`src/rtl/core/ptts_pkg.sv`:
```
`default_nettype none
package ptts_pkg;

	localparam int TASK_SLOTS_DEF = 8;
	localparam int FUNC_W         = 3;
	localparam int SLOT_W         = 3;
	localparam int TIME_W         = 16;
	localparam int MASK_W         = 8;

	localparam logic [FUNC_W-1:0] OP_TICK    = 3'd0;
	localparam logic [FUNC_W-1:0] OP_CREATE  = 3'd1;
	localparam logic [FUNC_W-1:0] OP_SUSPEND = 3'd2;
	localparam logic [FUNC_W-1:0] OP_RESUME  = 3'd3;
	localparam logic [FUNC_W-1:0] OP_DELETE  = 3'd4;

	// controller to datapath
	typedef struct packed {
		logic apply_op;
		logic walk_start;
		logic walk_step;
		logic out_load;
		logic out_tick;
	} ptts_cmd_t;

	// datapath to controller
	typedef struct packed {
		logic is_tick;
		logic last_issue;
	} ptts_sts_t;

endpackage
`default_nettype wire

```
`src/rtl/core/ptts_ram.sv`:
```
`default_nettype none
module ptts_ram #(
	parameter int WIDTH = 16,
	parameter int DEPTH = 8
) (
	input  wire logic                                     clk,
	input  wire logic                                     we,
	input  wire logic [(DEPTH > 1 ? $clog2(DEPTH) : 1)-1:0] waddr,
	input  wire logic [WIDTH-1:0]                         wdata,
	input  wire logic [(DEPTH > 1 ? $clog2(DEPTH) : 1)-1:0] raddr,
	output logic      [WIDTH-1:0]                         rdata_q
);

	logic [WIDTH-1:0] mem_q [DEPTH];

	always_ff @(posedge clk) begin
		if (we) begin
			mem_q[waddr] <= wdata;
		end
		rdata_q <= mem_q[raddr];
	end

endmodule
`default_nettype wire

```
`src/rtl/core/ptts_ctrl.sv`:
```
`default_nettype none
module ptts_ctrl (
	input  wire logic              clk,
	input  wire logic              arst_n,
	input  wire logic              in_valid,
	output logic                   in_ready,
	output logic                   out_valid,
	input  wire logic              out_ready,
	input  wire ptts_pkg::ptts_sts_t sts,
	output ptts_pkg::ptts_cmd_t    cmd
);

	localparam logic [1:0] S_IDLE  = 2'd0;
	localparam logic [1:0] S_WALK  = 2'd1;
	localparam logic [1:0] S_FLUSH = 2'd2;
	localparam logic [1:0] S_DONE  = 2'd3;

	logic [1:0] state_q;
	logic [1:0] state_nxt;
	logic       out_valid_q;
	logic       out_free;
	logic       accept;

	assign out_free  = !out_valid_q || out_ready;
	assign in_ready  = (state_q == S_IDLE) && out_free;
	assign accept    = in_valid && in_ready;
	assign out_valid = out_valid_q;

	always_comb begin
		state_nxt = state_q;
		cmd       = '0;
		case (state_q)
			S_IDLE: begin
				if (accept) begin
					if (sts.is_tick) begin
						cmd.walk_start = 1'b1;
						state_nxt      = S_WALK;
					end else begin
						cmd.apply_op = 1'b1;
						cmd.out_load = 1'b1;
					end
				end
			end
			S_WALK: begin
				cmd.walk_step = 1'b1;
				if (sts.last_issue) begin
					state_nxt = S_FLUSH;
				end
			end
			S_FLUSH: begin
				state_nxt = S_DONE;
			end
			S_DONE: begin
				if (out_free) begin
					cmd.out_load = 1'b1;
					cmd.out_tick = 1'b1;
					state_nxt    = S_IDLE;
				end
			end
			default: begin
				state_nxt = S_IDLE;
			end
		endcase
	end

	always_ff @(posedge clk or negedge arst_n) begin
		if (!arst_n) begin
			state_q     <= S_IDLE;
			out_valid_q <= 1'b0;
		end else begin
			state_q <= state_nxt;
			if (cmd.out_load) begin
				out_valid_q <= 1'b1;
			end else if (out_ready) begin
				out_valid_q <= 1'b0;
			end
		end
	end

endmodule
`default_nettype wire

```
`src/rtl/core/ptts_dp.sv`:
```
`default_nettype none
module ptts_dp #(
	parameter int TASK_SLOTS = ptts_pkg::TASK_SLOTS_DEF
) (
	input  wire logic                          clk,
	input  wire logic                          arst_n,
	input  wire logic [ptts_pkg::FUNC_W-1:0]   func,
	input  wire logic [ptts_pkg::SLOT_W-1:0]   slot,
	input  wire logic [ptts_pkg::TIME_W-1:0]   period,
	input  wire logic [ptts_pkg::TIME_W-1:0]   first_delay,
	output logic      [ptts_pkg::MASK_W-1:0]   fired_mask,
	output logic                               create_status,
	input  wire ptts_pkg::ptts_cmd_t           cmd,
	output ptts_pkg::ptts_sts_t                sts
);

	localparam int SW    = TASK_SLOTS > 1 ? $clog2(TASK_SLOTS) : 1;
	localparam int WALKN = TASK_SLOTS < ptts_pkg::MASK_W ? TASK_SLOTS : ptts_pkg::MASK_W;

	logic [TASK_SLOTS-1:0]         valid_q;
	logic [TASK_SLOTS-1:0]         susp_q;
	logic [SW-1:0]                 rd_idx_q;
	logic                          go_s1;
	logic [SW-1:0]                 idx_s1;
	logic [ptts_pkg::MASK_W-1:0]   mask_q;
	logic [ptts_pkg::MASK_W-1:0]   fired_q;
	logic                          status_q;

	logic [SW-1:0]                 sidx;
	logic                          in_range;
	logic                          do_create;
	logic                          op_status;
	logic                          act;
	logic                          cd_zero;
	logic [ptts_pkg::TIME_W-1:0]   cd_rdata;
	logic [ptts_pkg::TIME_W-1:0]   per_rdata;
	logic [ptts_pkg::TIME_W-1:0]   cd_next;
	logic                          cd_we;
	logic [SW-1:0]                 cd_waddr;
	logic [ptts_pkg::TIME_W-1:0]   cd_wdata;

	assign sidx      = SW'(slot);
	assign in_range  = 32'(slot) < TASK_SLOTS;
	assign op_status = in_range && (func == ptts_pkg::OP_CREATE) && valid_q[sidx];
	assign do_create = cmd.apply_op && in_range && (func == ptts_pkg::OP_CREATE)
		&& !valid_q[sidx];

	assign sts.is_tick    = (func == ptts_pkg::OP_TICK);
	assign sts.last_issue = (rd_idx_q == SW'(WALKN - 1));

	// slot walk, one slot per cycle behind the memory read
	assign act     = go_s1 && valid_q[idx_s1] && !susp_q[idx_s1];
	assign cd_zero = (cd_rdata == '0);
	assign cd_next = cd_zero ? per_rdata - 1'b1 : cd_rdata - 1'b1;

	assign cd_we    = do_create || act;
	assign cd_waddr = do_create ? sidx : idx_s1;
	assign cd_wdata = do_create ? first_delay : cd_next;

	ptts_ram #(
		.WIDTH(ptts_pkg::TIME_W),
		.DEPTH(TASK_SLOTS)
	) u_countdown (
		.clk    (clk),
		.we     (cd_we),
		.waddr  (cd_waddr),
		.wdata  (cd_wdata),
		.raddr  (rd_idx_q),
		.rdata_q(cd_rdata)
	);

	ptts_ram #(
		.WIDTH(ptts_pkg::TIME_W),
		.DEPTH(TASK_SLOTS)
	) u_period (
		.clk    (clk),
		.we     (do_create),
		.waddr  (sidx),
		.wdata  (period),
		.raddr  (rd_idx_q),
		.rdata_q(per_rdata)
	);

	always_ff @(posedge clk or negedge arst_n) begin
		if (!arst_n) begin
			valid_q  <= '0;
			susp_q   <= '0;
			rd_idx_q <= '0;
			go_s1    <= 1'b0;
		end else begin
			go_s1 <= cmd.walk_step;
			if (cmd.walk_start) begin
				rd_idx_q <= '0;
			end else if (cmd.walk_step) begin
				rd_idx_q <= rd_idx_q + 1'b1;
			end
			if (cmd.apply_op && in_range) begin
				case (func)
					ptts_pkg::OP_CREATE: begin
						if (!valid_q[sidx]) begin
							valid_q[sidx] <= 1'b1;
							susp_q[sidx]  <= 1'b0;
						end
					end
					ptts_pkg::OP_SUSPEND: begin
						susp_q[sidx] <= 1'b1;
					end
					ptts_pkg::OP_RESUME: begin
						susp_q[sidx] <= 1'b0;
					end
					ptts_pkg::OP_DELETE: begin
						valid_q[sidx] <= 1'b0;
					end
					default: begin
					end
				endcase
			end
		end
	end

	always_ff @(posedge clk) begin
		idx_s1 <= rd_idx_q;
		if (cmd.walk_start) begin
			mask_q <= '0;
		end else if (act && cd_zero) begin
			mask_q <= mask_q | (ptts_pkg::MASK_W'(1) << idx_s1);
		end
		if (cmd.out_load) begin
			if (cmd.out_tick) begin
				fired_q  <= mask_q;
				status_q <= 1'b0;
			end else begin
				fired_q  <= '0;
				status_q <= op_status;
			end
		end
	end

	assign fired_mask    = fired_q;
	assign create_status = status_q;

endmodule
`default_nettype wire

```
`src/rtl/core/periodic_task_tick_scheduler.sv`:
```
`default_nettype none
// Periodic task scheduler over TASK_SLOTS slots.
// Each request returns exactly one response. Create, suspend, resume and delete
// complete in the accept cycle and their response is presented on the next cycle.
// A tick walks the addressable slots (min(TASK_SLOTS, 8)) one per cycle through
// the single read port of the countdown and period memories, then passes a flush
// state and loads its response once the response register is free. In idle, a new
// request is taken while an older response still waits, provided the response
// register is free or being emptied in that cycle. No clearing pass is needed
// after reset.
module periodic_task_tick_scheduler #(
	parameter int TASK_SLOTS = ptts_pkg::TASK_SLOTS_DEF
) (
	input  wire logic                        clk,
	input  wire logic                        arst_n,
	input  wire logic                        in_valid,
	output logic                             in_ready,
	input  wire logic [ptts_pkg::FUNC_W-1:0] func,
	input  wire logic [ptts_pkg::SLOT_W-1:0] slot,
	input  wire logic [ptts_pkg::TIME_W-1:0] period,
	input  wire logic [ptts_pkg::TIME_W-1:0] first_delay,
	output logic                             out_valid,
	input  wire logic                        out_ready,
	output logic      [ptts_pkg::MASK_W-1:0] fired_mask,
	output logic                             create_status
);

	ptts_pkg::ptts_cmd_t cmd;
	ptts_pkg::ptts_sts_t sts;

	ptts_ctrl u_ctrl (
		.clk      (clk),
		.arst_n   (arst_n),
		.in_valid (in_valid),
		.in_ready (in_ready),
		.out_valid(out_valid),
		.out_ready(out_ready),
		.sts      (sts),
		.cmd      (cmd)
	);

	ptts_dp #(
		.TASK_SLOTS(TASK_SLOTS)
	) u_dp (
		.clk          (clk),
		.arst_n       (arst_n),
		.func         (func),
		.slot         (slot),
		.period       (period),
		.first_delay  (first_delay),
		.fired_mask   (fired_mask),
		.create_status(create_status),
		.cmd          (cmd),
		.sts          (sts)
	);

endmodule
`default_nettype wire
```
`config.mk`:
```
export PLATFORM = sky130hd
export DESIGN_NAME = periodic_task_tick_scheduler
export DESIGN_NICKNAME = d
export VERILOG_FILES = /design/src/rtl/core/ptts_pkg.sv /design/src/rtl/core/ptts_ram.sv /design/src/rtl/core/ptts_ctrl.sv /design/src/rtl/core/ptts_dp.sv /design/src/rtl/core/periodic_task_tick_scheduler.sv
export SDC_FILE = /design/constraint.sdc
export NUM_CORES = 1
export LEC_CHECK = 0
export ABC_CLOCK_PERIOD_IN_PS = 4650
export BUFFER_PORTS_ARGS = -buffer_cell sky130_fd_sc_hd__buf_2
export CORE_MARGIN = 5
export CORE_UTILIZATION = 61
export CTS_CLUSTER_DIAMETER = 200
export CTS_CLUSTER_SIZE = 20
export DETAILED_ROUTE_END_ITERATION = 8
export GPL_TIMING_DRIVEN = 0
export PLACE_DENSITY = 0.79
export SYNTH_ARGS = -nofsm -noshare
export SYNTH_HDL_FRONTEND = slang
export SYNTH_SLANG_ARGS = --single-unit
```
`constraint.sdc`:
```
create_clock -name clk -period 4.65 [get_ports clk]
set_input_delay 0.93 -clock clk [delete_from_list [all_inputs] [get_ports clk]]
set_output_delay 0.93 -clock clk [all_outputs]
set_load 0.005 [all_outputs]
```
==> metrics.md <==
| Metric | Value |
|---|---|
| H-tree levels | 1 |
| CP Class | flip-flop to flip-flop |
| RSZ-0062 raised after global routing | false |
| Total die area | 24500 um2 |
| Multi-input combinational cell area | between 3000 and 4000 um2 |
| Die W | 157 um |
| Top cell type's share of synthesized area | 60.7% |
| NetSw | 2.46 mW |
| Logic pwr share | roughly 29% |
| Critical R2R Launch | u_dp.u_countdown.rdata_q[1] |
| Setup ws final | 0.441 ns |
| Worst Path Max Fanout | 10 |
| TritonCTS clock tree | built |
| Sink Count | 331 |
| Std-Cell Rows | 53 |
| Layout area overhead | 11.3% |
| Worst path cell trace | nor4_1 -> nand4_1 -> nor2_1 -> buf_2 -> a21oi_1 -> ha_1 -> nand4b_1 -> a211oi_1 -> o2111ai_1 -> xnor2_1 -> o21ai_0 |
| Critical Path End | u_dp.u_countdown.mem_q[2][12] |
| Startpoint Class | flip-flop |
| Asr flop ratio synth | 6.95% |
| Worst IR Drop VDD | 0.374 mV |
| Num CTS Buffers | 20 |
| CTS Hold Bufs | 0 |
| Met1 GRT Util | roughly a third |
| Cells after Synth | 758 |
| Max Fclk | roughly 240 MHz |
| Crit end category | flip-flop |
| Sequential element share of the synthesized area | 71.6% |
| Post-synth cell types | 54 |
| Input/output buffers | 50 |
| Via count | 7258 |
| Worst reg-to-reg path cell count | 11 |
| Synth area leaders | edfxtp_1, mux4_2, dfxtp_1 |
| Final Max Slew Viols | 0 |
| DRC viols | 0 |
| Total GRT Usage | approximately a quarter |
| Fillers | 1363 |
| Antenna Cells | 0 |
| GRT overflow | 0 |
| Dpl hpwl | 20600 um |
| Worst-path clk slew | approximately 0.09 ns |
| Critical R2R Capture | u_dp.u_countdown.mem_q[2][12] |
| Number of synthesized flops with an enable pin | 265 |
| Mean area per synthesized cell | 17.3 um2 |
| Root Driver | clkbuf_16 |
| R2R Setup Slk | 0.44 ns |
| Commonest register cell after synthesis | edfxtp_1 |
| Yosys reg bits | 331 |
| Initial DRC Count | 847 |
| Fin nets | 896 |
| Clock Skew | 0.00976 ns |
| Vias in the first global route | 7262 |
| Final hold violations | 0 |
| Status | finished clean |
| # setup viols final | 0 |
| # resized after CTS | 0 |
| Crit path max-delay family | simple AND/OR/NAND/NOR gates |
| Die Y | 157 um |
| Hold WC Path Type | input port to async pin |
| M3 GR Usage | under 10% |
| WL per Instance | between 20 and 30 um |
| Max-Cap Viols | 0 |
| Critical Path Slowest Stage Cell | nor2_1 |
| Slew headroom | a little under two fifths |
| GR peak layer | met2 |
| Worst path bufs/invs | 1 |
| Fin crit share | 90.5% |
| Final instance area | 14600 um2 |
| Post-DRT Antenna Nets | 0 |
| Layout cells sized above 1 | 24.9% |
| Leak | between 4 and 5 nW |
| Routability Congestion | 0.935 |
| Met2 Usage GRT | roughly two fifths |
| Critical path origin | u_dp.u_countdown.rdata_q[1] |
| Pint | 5.59 mW |
| Initial Utilization | 62.2% |
| Slowest stage delay, CP | between 0.6 and 0.7 ns |
| Post-CTS Setup Bufs | 0 |
| Longest Clk Path Bufs | 3 |
| Crit path required time | 4.86 ns |
| Syn_nets | 808 |
| Core area | 21100 um2 |
| Register area | 9390 um2 |
| Sequential share of power | 50.0% |
| Place WS | approximately 0.44 ns |
| First-pass GRT wire length | 44000 um |
| Clock power share | 21.4% |
| PwrDens | around 550 nW/um2 |
| Largest net degree at the start of global routing | 24 |
| Net Sw Frac | 30.6% |
| CP Depth | 11 |
| Vias per inst | 6.39 |
| Drt pass-1 iters | 6 |
| IO Pins | 53 |
| WL final | 28700 um |
| Post-Syn Area | about 13000 um2 |
| Ys Warns | 0 |
| Worst Path Arrival | 4.42 ns |
| Initial antenna violation count | 0 |
| Slew @ Worst Pin | 0.947 ns |
| Final period demand of the worst path | 4.21 ns |
| Cell Area, Placed | 14000 um2 |
| Clock Latency Late Sink | between 0.5 and 0.6 ns |
| Largest area contributor in the netlist | edfxtp_1 |
-- sequential cells by signal, indices dropped and copies added (netlist names), named ones only --
register                  cells
u_dp.idx_s1                   3
u_dp.mask_q                   8
u_dp.rd_idx_q                 3
u_ctrl.state_q                2
u_dp.u_countdown.rdata_q     16
u_ctrl.out_valid              1
u_dp.u_period.mem_q         128
u_dp.u_period.rdata_q        16
u_dp.u_countdown.mem_q      128
u_dp.create_status            1
u_dp.go_s1                    1
u_dp.fired_mask               8
-- cell type report --
cell class | count | share of cell area, %
flip-flops and latches | 331 | 64.3
multi-input cells | 379 | 24.8
clock buffers | 34 | 3.79
repair buffers | 66 | 3.21
well taps | 275 | 2.36
plain buffers | 35 | 0.968
inverters | 13 | 0.334
clock inverters | 2 | 0.189
-- per-layer routing --
layer | up-vias | routed length, um
met2 | 289 | 14900
met3 | 50 | 1660
met5 | - | 0
met1 | 3728 | 11400
li1 | 3191 | -
met4 | 0 | 748
-- power by group through the flow --
stage          clock network (mW)  registers (mW)  logic (mW)
6_report                     1.73            4.02        2.30
5_1_grt                      1.88            4.05        2.50
4_1_cts                      1.75            4.01        2.32
3_5_place_dp                    0            4.07        2.31
3_3_place_gp                    0            4.07        2.16
2_1_floorplan                   0            3.95        1.66
-- logic make-up (layout without fill, tap and decap cells) --
group / count (synthesis) / in the layout / synth area share (%)
flops: 331 / 331 / 71.6
simple gates: 153 / 153 / 5.82
compound gates: 104 / 104 / 5.26
mux: 103 / 103 / 14.4
buf+inv: 48 / 150 / 1.45
xor+xnor: 11 / 11 / 0.734
fa+ha+maj: 8 / 8 / 0.763
-- cell usage in the layout, fill, tap and decap left out, types with 13 or more instances in the layout --
master / synthesis / routed
edfxtp_1: 265 / 265
mux4_2: 65 / 65
buf_2: 8 / 58
dfxtp_1: 43 / 43
clkbuf_1: 27 / 41
nor2_1: 41 / 35
nand2_1: 34 / 34
mux2_2: 33 / 33
o21ai_0: 30 / 29
dfrtp_1: 23 / 23
clkbuf_16: 0 / 20
a21oi_1: 19 / 19
inv_1: 13 / 13
and3_1: 13 / 13
buf_8: 0 / 13
-- synthesized netlist by cell type, types with 9 or more instances --
cell type	instances
dfxtp_1	43
nor2_1	41
a21oi_1	19
nor4_1	12
dfrtp_1	23
mux4_2	65
o21ai_0	30
xnor2_1	9
nand2_1	34
and3_1	13
inv_1	13
mux2_2	33
edfxtp_1	265
nand3_1	10
clkbuf_1	27
nor3_1	12
-- through the flow --
step	hold WS [ns]	util (%)	std cells	TNS (ns)	total power, mW
floorplan	0.372	-	758	0	5.62
global route	0.421	69.2	1135	0	8.43
CTS	0.383	69.2	1135	0	8.08
detailed placement	0.408	66.5	1099	0	6.38
finish	0.385	69.2	1135	0	8.06
global placement	0.383	65.0	1083	-80.31	6.23
-- how the worst min path moves through the flow --
stage                           startpoint           endpoint  cells after the start
final                               arst_n  u_ctrl.state_q[1]                      1
after floorplan           u_dp.rd_idx_q[2]     u_dp.idx_s1[2]                      0
after CTS                           arst_n          async pin                      1
after detailed placement  u_dp.rd_idx_q[1]     u_dp.idx_s1[1]                      0
after global placement    u_dp.rd_idx_q[2]     u_dp.idx_s1[2]                      0
after global routing                arst_n          async pin                      1
Note: power is estimated with default switching activity, not from simulation.
